===== src/plsm_pkg.sv =====
// ----------------------------------------------------------------------------
// plsm_pkg
// Breakpoint tables and per-segment constants for the piecewise-linear
// sensor map: abscissae, ordinates, slopes and exact reciprocals.
// ----------------------------------------------------------------------------
package plsm_pkg;

  // number of breakpoints and segments
  localparam int unsigned TABLE_POINTS = 10;
  localparam int unsigned SEG_COUNT    = TABLE_POINTS - 1;
  localparam int unsigned SEG_W        = 4;

  // field widths
  localparam int unsigned X_W   = 10;
  localparam int unsigned Y_W   = 10;
  localparam int unsigned OUT_W = 10;
  localparam int unsigned OUT_TDATA_W = ((OUT_W + 7) / 8) * 8;

  // offset inside a segment is at most the widest segment span (200)
  localparam int unsigned T_W  = 8;
  // largest ordinate step (372)
  localparam int unsigned DY_W = 9;
  // offset times step
  localparam int unsigned P_W  = T_W + DY_W;
  // reciprocal of the span, scaled by 2**RECIP_SHIFT and rounded up;
  // exact floor for every product below 2**P_W at spans up to 256
  localparam int unsigned RECIP_W     = 20;
  localparam int unsigned RECIP_SHIFT = 25;
  localparam int unsigned PROD_W      = P_W + RECIP_W;
  // quotient never exceeds the largest step
  localparam int unsigned Q_W = 10;

  localparam logic [OUT_W-1:0] CLAMP_HIGH = OUT_W'(999);

  typedef logic [X_W-1:0]     x_t;
  typedef logic [Y_W-1:0]     y_t;
  typedef logic [DY_W-1:0]    dy_t;
  typedef logic [RECIP_W-1:0] recip_t;

  // breakpoint abscissae
  localparam x_t BP_X [TABLE_POINTS] = '{
    x_t'(200), x_t'(400), x_t'(500), x_t'(600), x_t'(700),
    x_t'(750), x_t'(800), x_t'(850), x_t'(900), x_t'(950)
  };

  // segment tables, indexed by the lower breakpoint of the segment
  localparam y_t SEG_Y0 [SEG_COUNT] = '{
    y_t'(2), y_t'(9), y_t'(16), y_t'(28), y_t'(52),
    y_t'(73), y_t'(106), y_t'(166), y_t'(293)
  };

  localparam dy_t SEG_DY [SEG_COUNT] = '{
    dy_t'(7), dy_t'(7), dy_t'(12), dy_t'(24), dy_t'(21),
    dy_t'(33), dy_t'(60), dy_t'(127), dy_t'(372)
  };

  // ceil(2**25 / span) for spans 200, 100, 100, 100, 50, 50, 50, 50, 50
  localparam recip_t SEG_RECIP [SEG_COUNT] = '{
    recip_t'(167773), recip_t'(335545), recip_t'(335545), recip_t'(335545),
    recip_t'(671089), recip_t'(671089), recip_t'(671089), recip_t'(671089),
    recip_t'(671089)
  };

  // where the sample lies relative to the table
  typedef enum logic [1:0] {
    REG_INSIDE,
    REG_LOW,
    REG_HIGH
  } region_e;

endpackage


===== src/piecewise_linear_sensor_map_core.sv =====
// Accepted inputs pass registered stages a, b, c and d to e (m_axis_tvalid_o).
// Throughput: one sample per cycle, set by the five-stage pipeline with a
// per-stage ready chain; a stalled output holds only the stages behind it.
// Reset (rst_ni low, asynchronous) clears every stage valid bit; the
// pipeline is empty and ready once reset is released.
// ----------------------------------------------------------------------------
// piecewise_linear_sensor_map_core
// Maps a converter sample to a reading in thousandths by linear
// interpolation over a fixed breakpoint table, clamped at both ends.
// ----------------------------------------------------------------------------
module piecewise_linear_sensor_map_core
  import plsm_pkg::*;
#(
  parameter int unsigned SAMPLE_BITS = 10
) (
  input  logic                                  clk_i,
  input  logic                                  rst_ni,
  // sample: [SAMPLE_BITS-1:0] sample, rest zero
  input  logic                                  s_axis_tvalid_i,
  output logic                                  s_axis_tready_o,
  input  logic [((SAMPLE_BITS + 7) / 8) * 8-1:0] s_axis_tdata_i,
  // result: [9:0] reading_thou, rest zero
  output logic                                  m_axis_tvalid_o,
  input  logic                                  m_axis_tready_i,
  output logic [OUT_TDATA_W-1:0]                m_axis_tdata_o
);

  localparam int unsigned CMP_W = (SAMPLE_BITS > X_W) ? SAMPLE_BITS : X_W;

  // stage ready chain
  logic rdy_a, rdy_b, rdy_c, rdy_d, rdy_e;

  // stage a: sample and breakpoint compares
  logic                    a_valid_q;
  logic [CMP_W-1:0]        a_sample_q;
  logic [TABLE_POINTS-1:0] a_le_q;
  logic                    a_hi_q;
  logic [TABLE_POINTS-1:0] a_le_d;
  logic [CMP_W-1:0]        a_sample_d;

  // stage b: segment select, offset and constants
  logic             b_valid_q;
  region_e          b_region_q, b_region_d;
  logic [T_W-1:0]   b_t_q, b_t_d;
  dy_t              b_dy_q;
  recip_t           b_recip_q;
  y_t               b_y0_q;
  logic [SEG_W-1:0] seg_idx;
  logic [CMP_W-1:0] seg_diff;

  // stage c: offset times step
  logic           c_valid_q;
  region_e        c_region_q;
  logic [P_W-1:0] c_p_q;
  recip_t         c_recip_q;
  y_t             c_y0_q;

  // stage d: quotient by reciprocal multiply
  logic              d_valid_q;
  region_e           d_region_q;
  logic [Q_W-1:0]    d_q_q;
  y_t                d_y0_q;
  logic [PROD_W-1:0] d_prod;

  // stage e: output register
  logic             out_valid_q;
  logic [OUT_W-1:0] out_reading_q, out_reading_d;
  logic [OUT_W:0]   out_sum;

  assign rdy_e = !out_valid_q || m_axis_tready_i;
  assign rdy_d = !d_valid_q || rdy_e;
  assign rdy_c = !c_valid_q || rdy_d;
  assign rdy_b = !b_valid_q || rdy_c;
  assign rdy_a = !a_valid_q || rdy_b;

  assign s_axis_tready_o = rdy_a;

  // compare the incoming sample against every breakpoint
  always_comb begin
    a_sample_d = CMP_W'(s_axis_tdata_i[SAMPLE_BITS-1:0]);
    for (int k = 0; k < TABLE_POINTS; k++) begin
      a_le_d[k] = a_sample_d <= CMP_W'(BP_X[k]);
    end
  end

  always_ff @(posedge clk_i or negedge rst_ni) begin
    if (!rst_ni) begin
      a_valid_q <= 1'b0;
    end else if (rdy_a) begin
      a_valid_q <= s_axis_tvalid_i;
    end
  end

  always_ff @(posedge clk_i) begin
    if (rdy_a && s_axis_tvalid_i) begin
      a_sample_q <= a_sample_d;
      a_le_q     <= a_le_d;
      a_hi_q     <= a_sample_d >= CMP_W'(BP_X[TABLE_POINTS-1]);
    end
  end

  // lowest breakpoint not below the sample closes the segment
  always_comb begin
    seg_idx = SEG_W'(SEG_COUNT - 1);
    for (int k = TABLE_POINTS - 1; k >= 1; k--) begin
      if (a_le_q[k]) begin
        seg_idx = SEG_W'(k - 1);
      end
    end
    seg_diff = a_sample_q - CMP_W'(BP_X[seg_idx]);
    b_t_d    = seg_diff[T_W-1:0];
    priority if (a_le_q[0]) begin
      b_region_d = REG_LOW;
    end else if (a_hi_q) begin
      b_region_d = REG_HIGH;
    end else begin
      b_region_d = REG_INSIDE;
    end
  end

  always_ff @(posedge clk_i or negedge rst_ni) begin
    if (!rst_ni) begin
      b_valid_q <= 1'b0;
    end else if (rdy_b) begin
      b_valid_q <= a_valid_q;
    end
  end

  always_ff @(posedge clk_i) begin
    if (rdy_b && a_valid_q) begin
      b_region_q <= b_region_d;
      b_t_q      <= b_t_d;
      b_dy_q     <= SEG_DY[seg_idx];
      b_recip_q  <= SEG_RECIP[seg_idx];
      b_y0_q     <= SEG_Y0[seg_idx];
    end
  end

  // offset times ordinate step
  always_ff @(posedge clk_i or negedge rst_ni) begin
    if (!rst_ni) begin
      c_valid_q <= 1'b0;
    end else if (rdy_c) begin
      c_valid_q <= b_valid_q;
    end
  end

  always_ff @(posedge clk_i) begin
    if (rdy_c && b_valid_q) begin
      c_region_q <= b_region_q;
      c_p_q      <= P_W'(b_t_q) * P_W'(b_dy_q);
      c_recip_q  <= b_recip_q;
      c_y0_q     <= b_y0_q;
    end
  end

  // truncated division by the span via the scaled reciprocal
  assign d_prod = PROD_W'(c_p_q) * PROD_W'(c_recip_q);

  always_ff @(posedge clk_i or negedge rst_ni) begin
    if (!rst_ni) begin
      d_valid_q <= 1'b0;
    end else if (rdy_d) begin
      d_valid_q <= c_valid_q;
    end
  end

  always_ff @(posedge clk_i) begin
    if (rdy_d && c_valid_q) begin
      d_region_q <= c_region_q;
      d_q_q      <= d_prod[RECIP_SHIFT +: Q_W];
      d_y0_q     <= c_y0_q;
    end
  end

  // add the segment base, clamp, and pick the saturated cases
  always_comb begin
    out_sum = (OUT_W + 1)'(d_y0_q) + (OUT_W + 1)'(d_q_q);
    case (d_region_q)
      REG_LOW:  out_reading_d = '0;
      REG_HIGH: out_reading_d = CLAMP_HIGH;
      REG_INSIDE: begin
        if (out_sum > (OUT_W + 1)'(CLAMP_HIGH)) begin
          out_reading_d = CLAMP_HIGH;
        end else begin
          out_reading_d = out_sum[OUT_W-1:0];
        end
      end
      default:  out_reading_d = '0;
    endcase
  end

  always_ff @(posedge clk_i or negedge rst_ni) begin
    if (!rst_ni) begin
      out_valid_q <= 1'b0;
    end else if (rdy_e) begin
      out_valid_q <= d_valid_q;
    end
  end

  always_ff @(posedge clk_i) begin
    if (rdy_e && d_valid_q) begin
      out_reading_q <= out_reading_d;
    end
  end

  assign m_axis_tvalid_o = out_valid_q;
  assign m_axis_tdata_o  = OUT_TDATA_W'(out_reading_q);

endmodule


===== config.mk =====
export PLATFORM = sky130hd
export DESIGN_NAME = piecewise_linear_sensor_map_core
export DESIGN_NICKNAME = d
export VERILOG_FILES = /design/src/plsm_pkg.sv /design/src/piecewise_linear_sensor_map_core.sv
export SDC_FILE = /design/constraint.sdc
export NUM_CORES = 1
export LEC_CHECK = 0
export BUFFER_PORTS_ARGS = -buffer_cell sky130_fd_sc_hd__buf_2
export CAP_MARGIN = 20
export CORE_ASPECT_RATIO = 1.25
export CORE_MARGIN = 2
export CORE_UTILIZATION = 65
export DETAILED_ROUTE_END_ITERATION = 16
export GPL_ROUTABILITY_DRIVEN = 0
export MAX_ROUTING_LAYER = met4
export PLACE_DENSITY = 0.82
export SETUP_SLACK_MARGIN = 0.02
export SLEW_MARGIN = 25
export SYNTH_ARGS = -nofsm -noshare
export SYNTH_HDL_FRONTEND = slang
export SYNTH_SLANG_ARGS = --single-unit

===== constraint.sdc =====
create_clock -name clk_i -period 15.91 [get_ports clk_i]
set_input_delay 0 -clock clk_i [delete_from_list [all_inputs] [get_ports clk_i]]
set_output_delay 0 -clock clk_i [all_outputs]
set_load 0.03 [all_outputs]

Yosys cells after proc, flatten, opt, wreduce, memory -nomap -nowiden
Memory sizes are Yosys's and may differ from the RTL's. A register that Yosys moved wholly into a read port is not among the register bits. Cells that the tools add are included.

$add $sub $neg: 2. Multiplexer cells: 13. $lt $le $gt $ge: 12. Multipliers: 2. Bitwise gates (word level): 1. Equal/unequal tests: 1. Reduce and logical (&&, ||, !) cells: 16.

Operators with widths (number): 10-bit <= comparator, second input constant (6); 17-bit by 20-bit multiplier with 35-bit output (1); 4-bit two-way mux (8); 10-bit by 9-bit <= comparator with 1-bit output, second input constant (2); 10-bit case mux with 2 select lines (1); 8-bit by 9-bit multiplier with 17-bit output (1); 8-bit two-way mux (2); 10-bit by 10-bit adder with 11-bit output (1); 11-bit by 10-bit greater-than comparator with 1-bit output, second input constant (1); 10-bit greater-or-equal comparator, second input constant (1); 10-bit by 8-bit <= comparator with 1-bit output, second input constant (1); 10-bit two-way mux (1); 8-bit subtractor (1); 5-bit greater-or-equal comparator, second input constant (1); 1-bit logical AND (5); 1-bit logical NOT (5); 1-bit logical OR (5); 4-bit NOT with 5-bit output (1); 2-bit == test, second input constant (1); 2-bit logical NOT (1); 2-bit two-way mux (1).

Logic and storage cells: 69. Memory bits (read-only): 784. Input bits: 20. Memories kept: 4. Output and inout port bits: 18. Flip-flop bits (word level): 114.

Memories: (no name shown) (depth 16, bits a word 20, read ports 1, clocked after memory_dff 1, wr ports 0, RTL line piecewise_linear_sensor_map_core.sv:134) `b_recip_q <= SEG_RECIP[seg_idx];`; (no name shown) (depth 16, bits a word 10, read ports 1, clocked after memory_dff 1, wr ports 0, RTL line piecewise_linear_sensor_map_core.sv:135) `b_y0_q <= SEG_Y0[seg_idx];`; (no name shown) (depth 16, bits a word 10, read ports 1, clocked after memory_dff 0, wr ports 0, RTL line piecewise_linear_sensor_map_core.sv:110) `seg_diff = a_sample_q - CMP_W'(BP_X[seg_idx]);`; (no name shown) (depth 16, bits a word 9, read ports 1, clocked after memory_dff 1, wr ports 0, RTL line piecewise_linear_sensor_map_core.sv:133) `b_dy_q <= SEG_DY[seg_idx];`.

Longest topological paths before layout
Gate-level depths: netlist of run 1.

Depth in word-level cells: 13. Depth in mapped cells: 23. Mapped depth without buffers: 22.

Least setup slack after synthesis of run 1
No wires, ideal clock.

Path kind: register -> register. Start: reg c_recip_q[18]. End: reg d_q_q[7] (data pin). Path slack: 10.044 ns. Required time: 15.644 ns. Period minus slack after synthesis: 5.866 ns. Cell stages (with the launch flop): 22. Library setup time: 0.266 ns. Path buffers: 1. Arrival time: 5.601 ns. Cell sequence: edfxtp_1 -> clkbuf_1 -> nand2_1 -> fa_1 -> inv_1 -> fa_1 -> inv_1 -> fa_1 -> inv_1 -> fa_1 -> fa_1 -> inv_1 -> fa_1 -> inv_1 -> ha_1 -> nand4_1 -> nor4_1 -> o2111ai_1 -> a31oi_1 -> nor3_1 -> o31ai_2 -> xor2_1.

Word-level cells in the longest chain between the ends: 1.

RTL lines: from (decl) (RTL line piecewise_linear_sensor_map_core.sv:55) `recip_t c_recip_q;`; from (signal assigned) (RTL line piecewise_linear_sensor_map_core.sv:152) `c_recip_q <= b_recip_q;`; 17-bit by 20-bit multiplier with 35-bit output (RTL line piecewise_linear_sensor_map_core.sv:158) `assign d_prod = PROD_W'(c_p_q) * PROD_W'(c_recip_q);`; via d_prod[32] (RTL line piecewise_linear_sensor_map_core.sv:63) `logic [PROD_W-1:0] d_prod;`; to (signal assigned) (RTL line piecewise_linear_sensor_map_core.sv:171) `d_q_q <= d_prod[RECIP_SHIFT +: Q_W];`; to (decl) (RTL line piecewise_linear_sensor_map_core.sv:61) `logic [Q_W-1:0] d_q_q;`.

The timed path passes the listed nets, and every way through them passes these cells. A chain may end at the register's enable or synchronous reset.

Final worst setup path of run 1
Start: reg c_recip_q[17]. End: reg d_q_q[7] (data pin).

The elaborated chain is that of the path after synthesis.

==> impl_results.md, run 1 <==
- Postcts setup bufs: 0
- Remaining global-route overflow: 0
- RR Startpoint: c_recip_q[17]$_DFFE_PP_
- CP max-delay cell: edfxtp_1
- Worst hold path stage count: 3
- Port Buffer Count: 25
- Wire per inst: around 18 um
- Most frequent CP cell: fa_1
- Worst slew pin tran: ~0.91 ns
- Reg clk slew, reported paths: approximately 0.06 ns
- Initial Util: between 60 and 70%
- Crit. Startpoint: c_recip_q[17]$_DFFE_PP_
- Synthesized cell area: 16,000 um2
- Routed WL: ~34,000 um
- Top post-synthesis cells by count: inv_1 (429), fa_1 (268), ha_1 (185), edfxtp_1 (115), nand2_1 (113)
- Post-synth cell types: between 60 and 70
- CP top delay family: adder cells
- Nets@finish: just over 2,000
- Cell row count: 64
- Dominant cells by area after synthesis: fa_1 (33%), edfxtp_1 (22%), ha_1 (14%)
- Cells on worst reg2reg path: 19
- Share of cells above drive strength 1: 4.24%
- Synth async-reset ratio: between 4 and 5%
- Worst setup EP type: flip-flop
- Final Critical Period: 6.83 ns
- CP cell instances: and2_1 > inv_1 > fa_1 > inv_1 > fa_1 > fa_1 > fa_1 > fa_1 > inv_1 > fa_1 > inv_1 > ha_1 > nand4_1 > nor4_1 > o2111ai_1 > a31oi_1 > nor3_1 > o31ai_2 > xor2_1
- Ant. Diodes: 0
- RSZ-0062 raised after global routing: no
- First-pass GRT wire length: slightly below 60,000 um
- Area Growth Syn to Fin: 7.45%
- Worst skew pair latency: between 0.4 and 0.5 ns
- TNS Setup: 0 ns
- Yosys Warn Count: 0
- I/O pin total: 38
- Num CTS Buffers: 17
- Vias in the first global route: roughly 12,000
- Width of the chip: around 140 um
- Slowest cell delay on critical path: just over 0.8 ns
- Slew Viols, Final: 0
- Clock skew: 0.0118 ns
- CP bufs+invs: 4
- CP Max Fanout: 17
- CORE AREA: roughly 24,000 um2
- Final setup violation count: 0
- Max-cap violations: 0
- Largest net degree at the start of global routing: 35
- Reg2reg end: d_q_q[7]$_DFFE_PP_
- Startpoint Class: flip-flop
- DRC violations left: 0
- Pre-Repair DR Iteration Count: 7
- Critical path data arrival time: about 7.0 ns
- Top-area cell type share of the netlist area: 33.5%
- Initial DRC count: around 730
- Maximum root-to-sink buffer count: 2
- ANT nets after route: 0
- Dpl hpwl: approximately 28,000 um
- WP depth: 19
- CTS H-Tree Depth: 4
- Worst slew margin: 39.4%
- HP Class: in2reg
- # resized after CTS: 0
- Area of the die: 25,900 um2
- Via count: around 11,000
- CTS tree: built
- Mean Syn Cell Area: between 10 and 15 um2
- Vias/cell: 5.56
- Clock net sink count: 120
- Count leader, synth: inv_1
- Clock root buffer: clkbuf_16
- Synth Instances: roughly 1,500
- Fillers: ~1,700
- Fmax: roughly 150 MHz
- Number of synthesized flops with an enable pin: ~120
- Status: complete, no violations
- Antenna violations before repair: 0
- CP endpoint: d_q_q[7]$_DFFE_PP_
- Post-synth top area cell: fa_1
- Final worst-path cycle share: 43.0%
- Seq/Total Area, Yosys: around 22%
- Top_reg_cell synth: edfxtp_1
- Synthesized flop and latch total: 120
- CP Class: reg2reg
- Fin. Hold Viols: 0
- Required time worst endpoint: between 15 and 20 ns
- Die height: 180 um
- Flop2flop setup slack: 9.08 ns
- GRT Resource Usage Total: between 20% and 30%
## what timing repair did
item,4_1_cts,5_1_grt
setup endpoints to repair,0,0
hold endpoints to repair,24,0
hold buffers,14,0
## sequential cells by signal, summed over array words and instances, names as in the netlist
register         cells
c_p_q               17
d_q_q               10
out_reading_q       10
a_le_q               9
b_y0_q               9
c_y0_q               9
d_y0_q               9
a_sample_q           8
b_t_q                8
b_dy_q               7
b_recip_q            6
c_recip_q            6
b_region_q           2
c_region_q           2
d_region_q           2
a_hi_q               1
a_valid_q            1
b_valid_q            1
c_valid_q            1
d_valid_q            1
m_axis_tvalid_o      1
## cell usage in the layout, fill, tap and decap left out, drive strengths merged, types with 18 or more instances in the layout
| cell type | n |
|---|---|
| inv | 436 |
| fa | 268 |
| ha | 185 |
| edfxtp | 115 |
| nand2 | 113 |
| and2 | 98 |
| nor2 | 48 |
| a21oi | 46 |
| buf | 27 |
| o21ai | 25 |
| xnor2 | 24 |
| a21o | 21 |
| clkbuf | 18 |
## stage by stage
step / cell area, um2 / util, % / setup WS (ns) / hold slack (ns) / instances
finish: 17200 / 70.8 / 9.08 / 0.328 / 1932
global route: 17200 / 70.8 / 8.72 / 0.342 / 1932
detailed placement: 16500 / 67.8 / 9.10 / -0.184 / 1886
floorplan: 16100 / - / 10.04 / -0.296 / 1551
CTS: 17200 / 70.8 / 9.08 / 0.321 / 1932
global placement: 16500 / 67.8 / 9.20 / -0.183 / 1886
## layout make-up
type | count | area, um2 | share of cell area [%]
Timing Repair Buffer | 41 | 280 | 1.63
Sequential cell | 120 | 3580 | 20.8
Clock buffer | 18 | 429 | 2.49
Clock inverter | 14 | 161 | 0.937
Inverter | 430 | 1610 | 9.37
Multi-Input combinational cell | 979 | 10800 | 62.4
Tap cell | 330 | 413 | 2.40
## metal layers
metal / up-vias / wire length (um) / part of all wire, % / global-route usage (%)
met2: 409 / 18500 / 54 / 52.5
met3: 116 / 1540 / 4.5 / 3.65
met4: 0 / 1720 / 5.1 / 13.7
li1: 4901 / - / - / -
met1: 5314 / 12300 / 36 / 33.7
met5: - / 0 / 0 / -
## worst min-delay path by stage
stage                                             end       startpoint
after floorplan                 a_valid_q$_DFFE_PN0N_           rst_ni
after global placement    m_axis_tvalid_o$_DFFE_PN0P_           rst_ni
after detailed placement  m_axis_tvalid_o$_DFFE_PN0P_           rst_ni
after CTS                       a_valid_q$_DFFE_PN0N_  s_axis_tvalid_i
after global routing            a_valid_q$_DFFE_PN0N_  s_axis_tvalid_i
final                           a_valid_q$_DFFE_PN0N_  s_axis_tvalid_i
## logic make-up (layout without fill, tap and decap cells)
| family | count (synthesis) | after routing | share of synthesized area (%) |
|---|---|---|---|
| adders and majority gates | 453 | 453 | 47.9 |
| xor gates and xnor gates | 41 | 41 | 2.29 |
| DFF | 120 | 120 | 22.3 |
| AOI/OAI and AO/OA | 151 | 151 | 6.36 |
| muxes | 1 | 1 | 0.0702 |
| buffers and inverters | 452 | 503 | 10.7 |
| and+or+nand+nor | 327 | 327 | 10.3 |
| other | 1 | 6 | 0.0234 |
## worst reg2reg max path, stage by stage (launching register included)
cell and delay, ns:
edfxtp_1 0.82, and2_1 0.28, inv_1 0.11, fa_1 0.58, inv_1 0.07, fa_1 0.51
fa_1 0.53, fa_1 0.52, fa_1 0.55, inv_1 0.06, fa_1 0.54, inv_1 0.05
ha_1 0.33, nand4_1 0.19, nor4_1 0.48, o2111ai_1 0.19, a31oi_1 0.28, nor3_1 0.14
o31ai_2 0.27, xor2_1 0.10
Power of run 1 is left out: the tool's default activity adds up to more than one toggle a clock period on the data nets, which glitch-free logic cannot reach.
==> run 2: changes to the inputs <==
==> constraint.sdc (replaced) <==
create_clock -name clk_i -period 6.4 [get_ports clk_i]
set_input_delay 0 -clock clk_i [delete_from_list [all_inputs] [get_ports clk_i]]
set_output_delay 0 -clock clk_i [all_outputs]
set_load 0.03 [all_outputs]
==> run 2 against run 1 <==
Fmax up 8.3%; hold slack better by 0.0013 ns; largest cell class unchanged; utilization up 3.2 points.
==> impl_results.md, run 2 (synthesis gave the netlist of run 1 again) <==
- Largest net degree at the start of global routing: 35 (unchanged)
- CP max-delay cell: fa_1
- Required time worst endpoint: 6.57 ns (-9.51 ns)
- Maximum root-to-sink buffer count: 2 (unchanged)
- Most frequent cells in the layout: inv_1 (422), fa_1 (266), ha_1 (178)
- Max-cap violations: 0 (unchanged)
- Reg clk slew, reported paths: 0.06 ns (about the same)
- Port Buffer Count: 25 (unchanged)
- CP cell instances: buf_6 > and2_2 > fa_1 > inv_1 > fa_1 > fa_1 > inv_1 > fa_1 > fa_1 > inv_1 > fa_1 > inv_1 > ha_4 > nand4_1 > buf_4 > nor4_4 > o2111ai_1 > a31oi_1 > buf_4 > nor3_2 > o31ai_2 > xor2_1
- Cell row count: 64 (unchanged)
- Area of the die: 25,900 um2 (unchanged)
- Clock skew: 0.0122 ns (+0.000347 ns)
- Commonest non-fill, non-tap cell in the layout: inv_1
- Wire per inst: 19.2 um (+8.8%)
- Worst slew pin tran: 0.933 ns (+0.0243 ns)
- HP Class: in2reg
- Pre-Repair DR Iteration Count: 8 (+1)
- Final worst-path cycle share: 98.6% (+56 points)
- I/O pin total: 38 (unchanged)
- DRC violations left: 0 (unchanged)
- Worst slew margin: 37.8% (-1.6 points)
- Startpoint Class: flip-flop
- Fmax: 158 MHz (+8.3%)
- Status: complete, no violations
- Worst skew pair latency: 0.42 ns (about the same)
- CP Class: reg2reg
- Placed insts: 1,925 (+2.1%)
- CTS H-Tree Depth: 4 (unchanged)
- CTS tree: built
- CP Max Fanout: 7 (-10)
- GRT Resource Usage Total: 31.9% (+2.0 points)
- Most flops, register: c_p_q
- Slew Viols, Final: 0 (unchanged)
- Final Critical Period: 6.31 ns (-0.522 ns)
- Final setup violation count: 0 (unchanged)
- Fillers: 1,550 (-11%)
- Share of cells above drive strength 1: 10.6% (+6.4 points)
- Num CTS Buffers: 17 (unchanged)
- Initial Util: 65.9% (unchanged)
- Hold Worst Slack: 0.329 ns (+0.00126 ns)
- Fin. Hold Viols: 0 (unchanged)
- ANT nets after route: 0 (unchanged)
- Clock root buffer: clkbuf_16
- Worst setup EP type: flip-flop
- Antenna violations before repair: 0 (unchanged)
- Remaining global-route overflow: 0 (unchanged)
- Routed WL: 38,500 um (+13%)
- Biggest regs: c_p_q x17, d_q_q x10, out_reading_q x10
- First-pass GRT wire length: 61,500 um (+5.7%)
- Dpl hpwl: 29,300 um (+3.9%)
- Final non-filler cell total: 2,004 (+3.7%)
- Width of the chip: 144 um (unchanged)
- Nets@finish: 2,134 (+3.5%)
- Area Growth Syn to Fin: 12.2%
- Max reg flops: 17 (unchanged)
- Vias/cell: 5.71 (+2.6%)
- Critical path data arrival time: 6.48 ns (-0.52 ns)
- Ant. Diodes: 0 (unchanged)
- Slowest cell delay on critical path: 0.57 ns (-0.25 ns)
- CORE AREA: 24,300 um2 (unchanged)
- Clock net sink count: 120 (unchanged)
- Initial DRC count: 927 (+28%)
- Via count: 11,400 (+6.5%)
- Die height: 180 um (unchanged)
- Most frequent CP cell: fa_1
- Vias in the first global route: 12,300 (+3.6%)
-- run 2: cell types whose count changed in the layout (fill, tap and decap cells not counted), sizes merged --
cell,delta
clkbuf,-1
buf,+72
bufinv,-1
clkinvlp,-1
clkinv,+3
-- run 2: routing by layer --
metal / up-vias / GRT usage, % / part of all wire [%]
met1: 5638 / 36.3 / 35
met5: - / - / 0
met2: 563 / 54.4 / 52
met3: 195 / 4.74 / 5.8
li1: 5038 / - / -
met4: 0 / 16.3 / 7.5
-- run 2: critical path: cells and delay by family, from the launching register on --
kind,cells,cell delay (ns)
adders and majority gates,7,3.42
buffers and inverters,7,0.84
AOI/OAI and AO/OA,3,0.61
and+or+nand+nor,4,0.55
DFF,1,0.52
xor gates and xnor gates,1,0.10
-- run 2: area by class of cell --
type / instances / area [um2] / share of cell area, %
Clock buffer: 17 / 425 / 2.36
Clock inverter: 15 / 141 / 0.786
Inverter: 430 / 1610 / 8.97
Multi-Input combinational cell: 979 / 10900 / 60.8
Sequential cell: 120 / 3580 / 19.9
Tap cell: 330 / 413 / 2.29
Timing Repair Buffer: 113 / 890 / 4.94
-- run 2: metrics by stage --
stage | TNS [ns] | setup WS (ns) | util [%] | instance area (um2)
CTS | 0 | 0.0269 | 72.3 | 17600
global route | -0.329 | -0.105 | 73.9 | 18000
floorplan | 0 | 0.534 | - | 16100
finish | 0 | 0.0872 | 73.9 | 18000
global placement | -0.0711 | -0.0711 | 69.1 | 16800
detailed placement | -0.0905 | -0.0905 | 69.1 | 16800
-- run 2: what timing repair did --
| item | CTS | global route |
|---|---|---|
| setup endpoints to repair | 2 | 8 |
| buffers inserted | 6 | 27 |
| endpoints found under the hold margin | 23 | 0 |
| pin swaps | 1 | 32 |
| gates resized for setup | 1 | 48 |
| hold buffers | 14 | 0 |
-- run 2: path summary, 6_finish.rpt --
kind	start	to	slack (ns)	cells past startpoint
max in group asynchronous	rst_ni	d_valid_q$_DFFE_PN0P_	5.70	3
worst min-delay path	s_axis_tvalid_i	a_valid_q$_DFFE_PN0N_	0.33	3
worst max-delay path	c_recip_q[17]$_DFFE_PP_	d_q_q[7]$_DFFE_PP_	0.09	22
worst min register to register	b_y0_q[7]$_SDFFCE_PP0P_	c_y0_q[7]$_DFFE_PP_	0.42	0
min in group asynchronous	rst_ni	m_axis_tvalid_o$_DFFE_PN0P_	0.50	3
worst max register to register	c_recip_q[17]$_DFFE_PP_	d_q_q[7]$_DFFE_PP_	0.09	22
Power of run 2 is left out for the same reason.
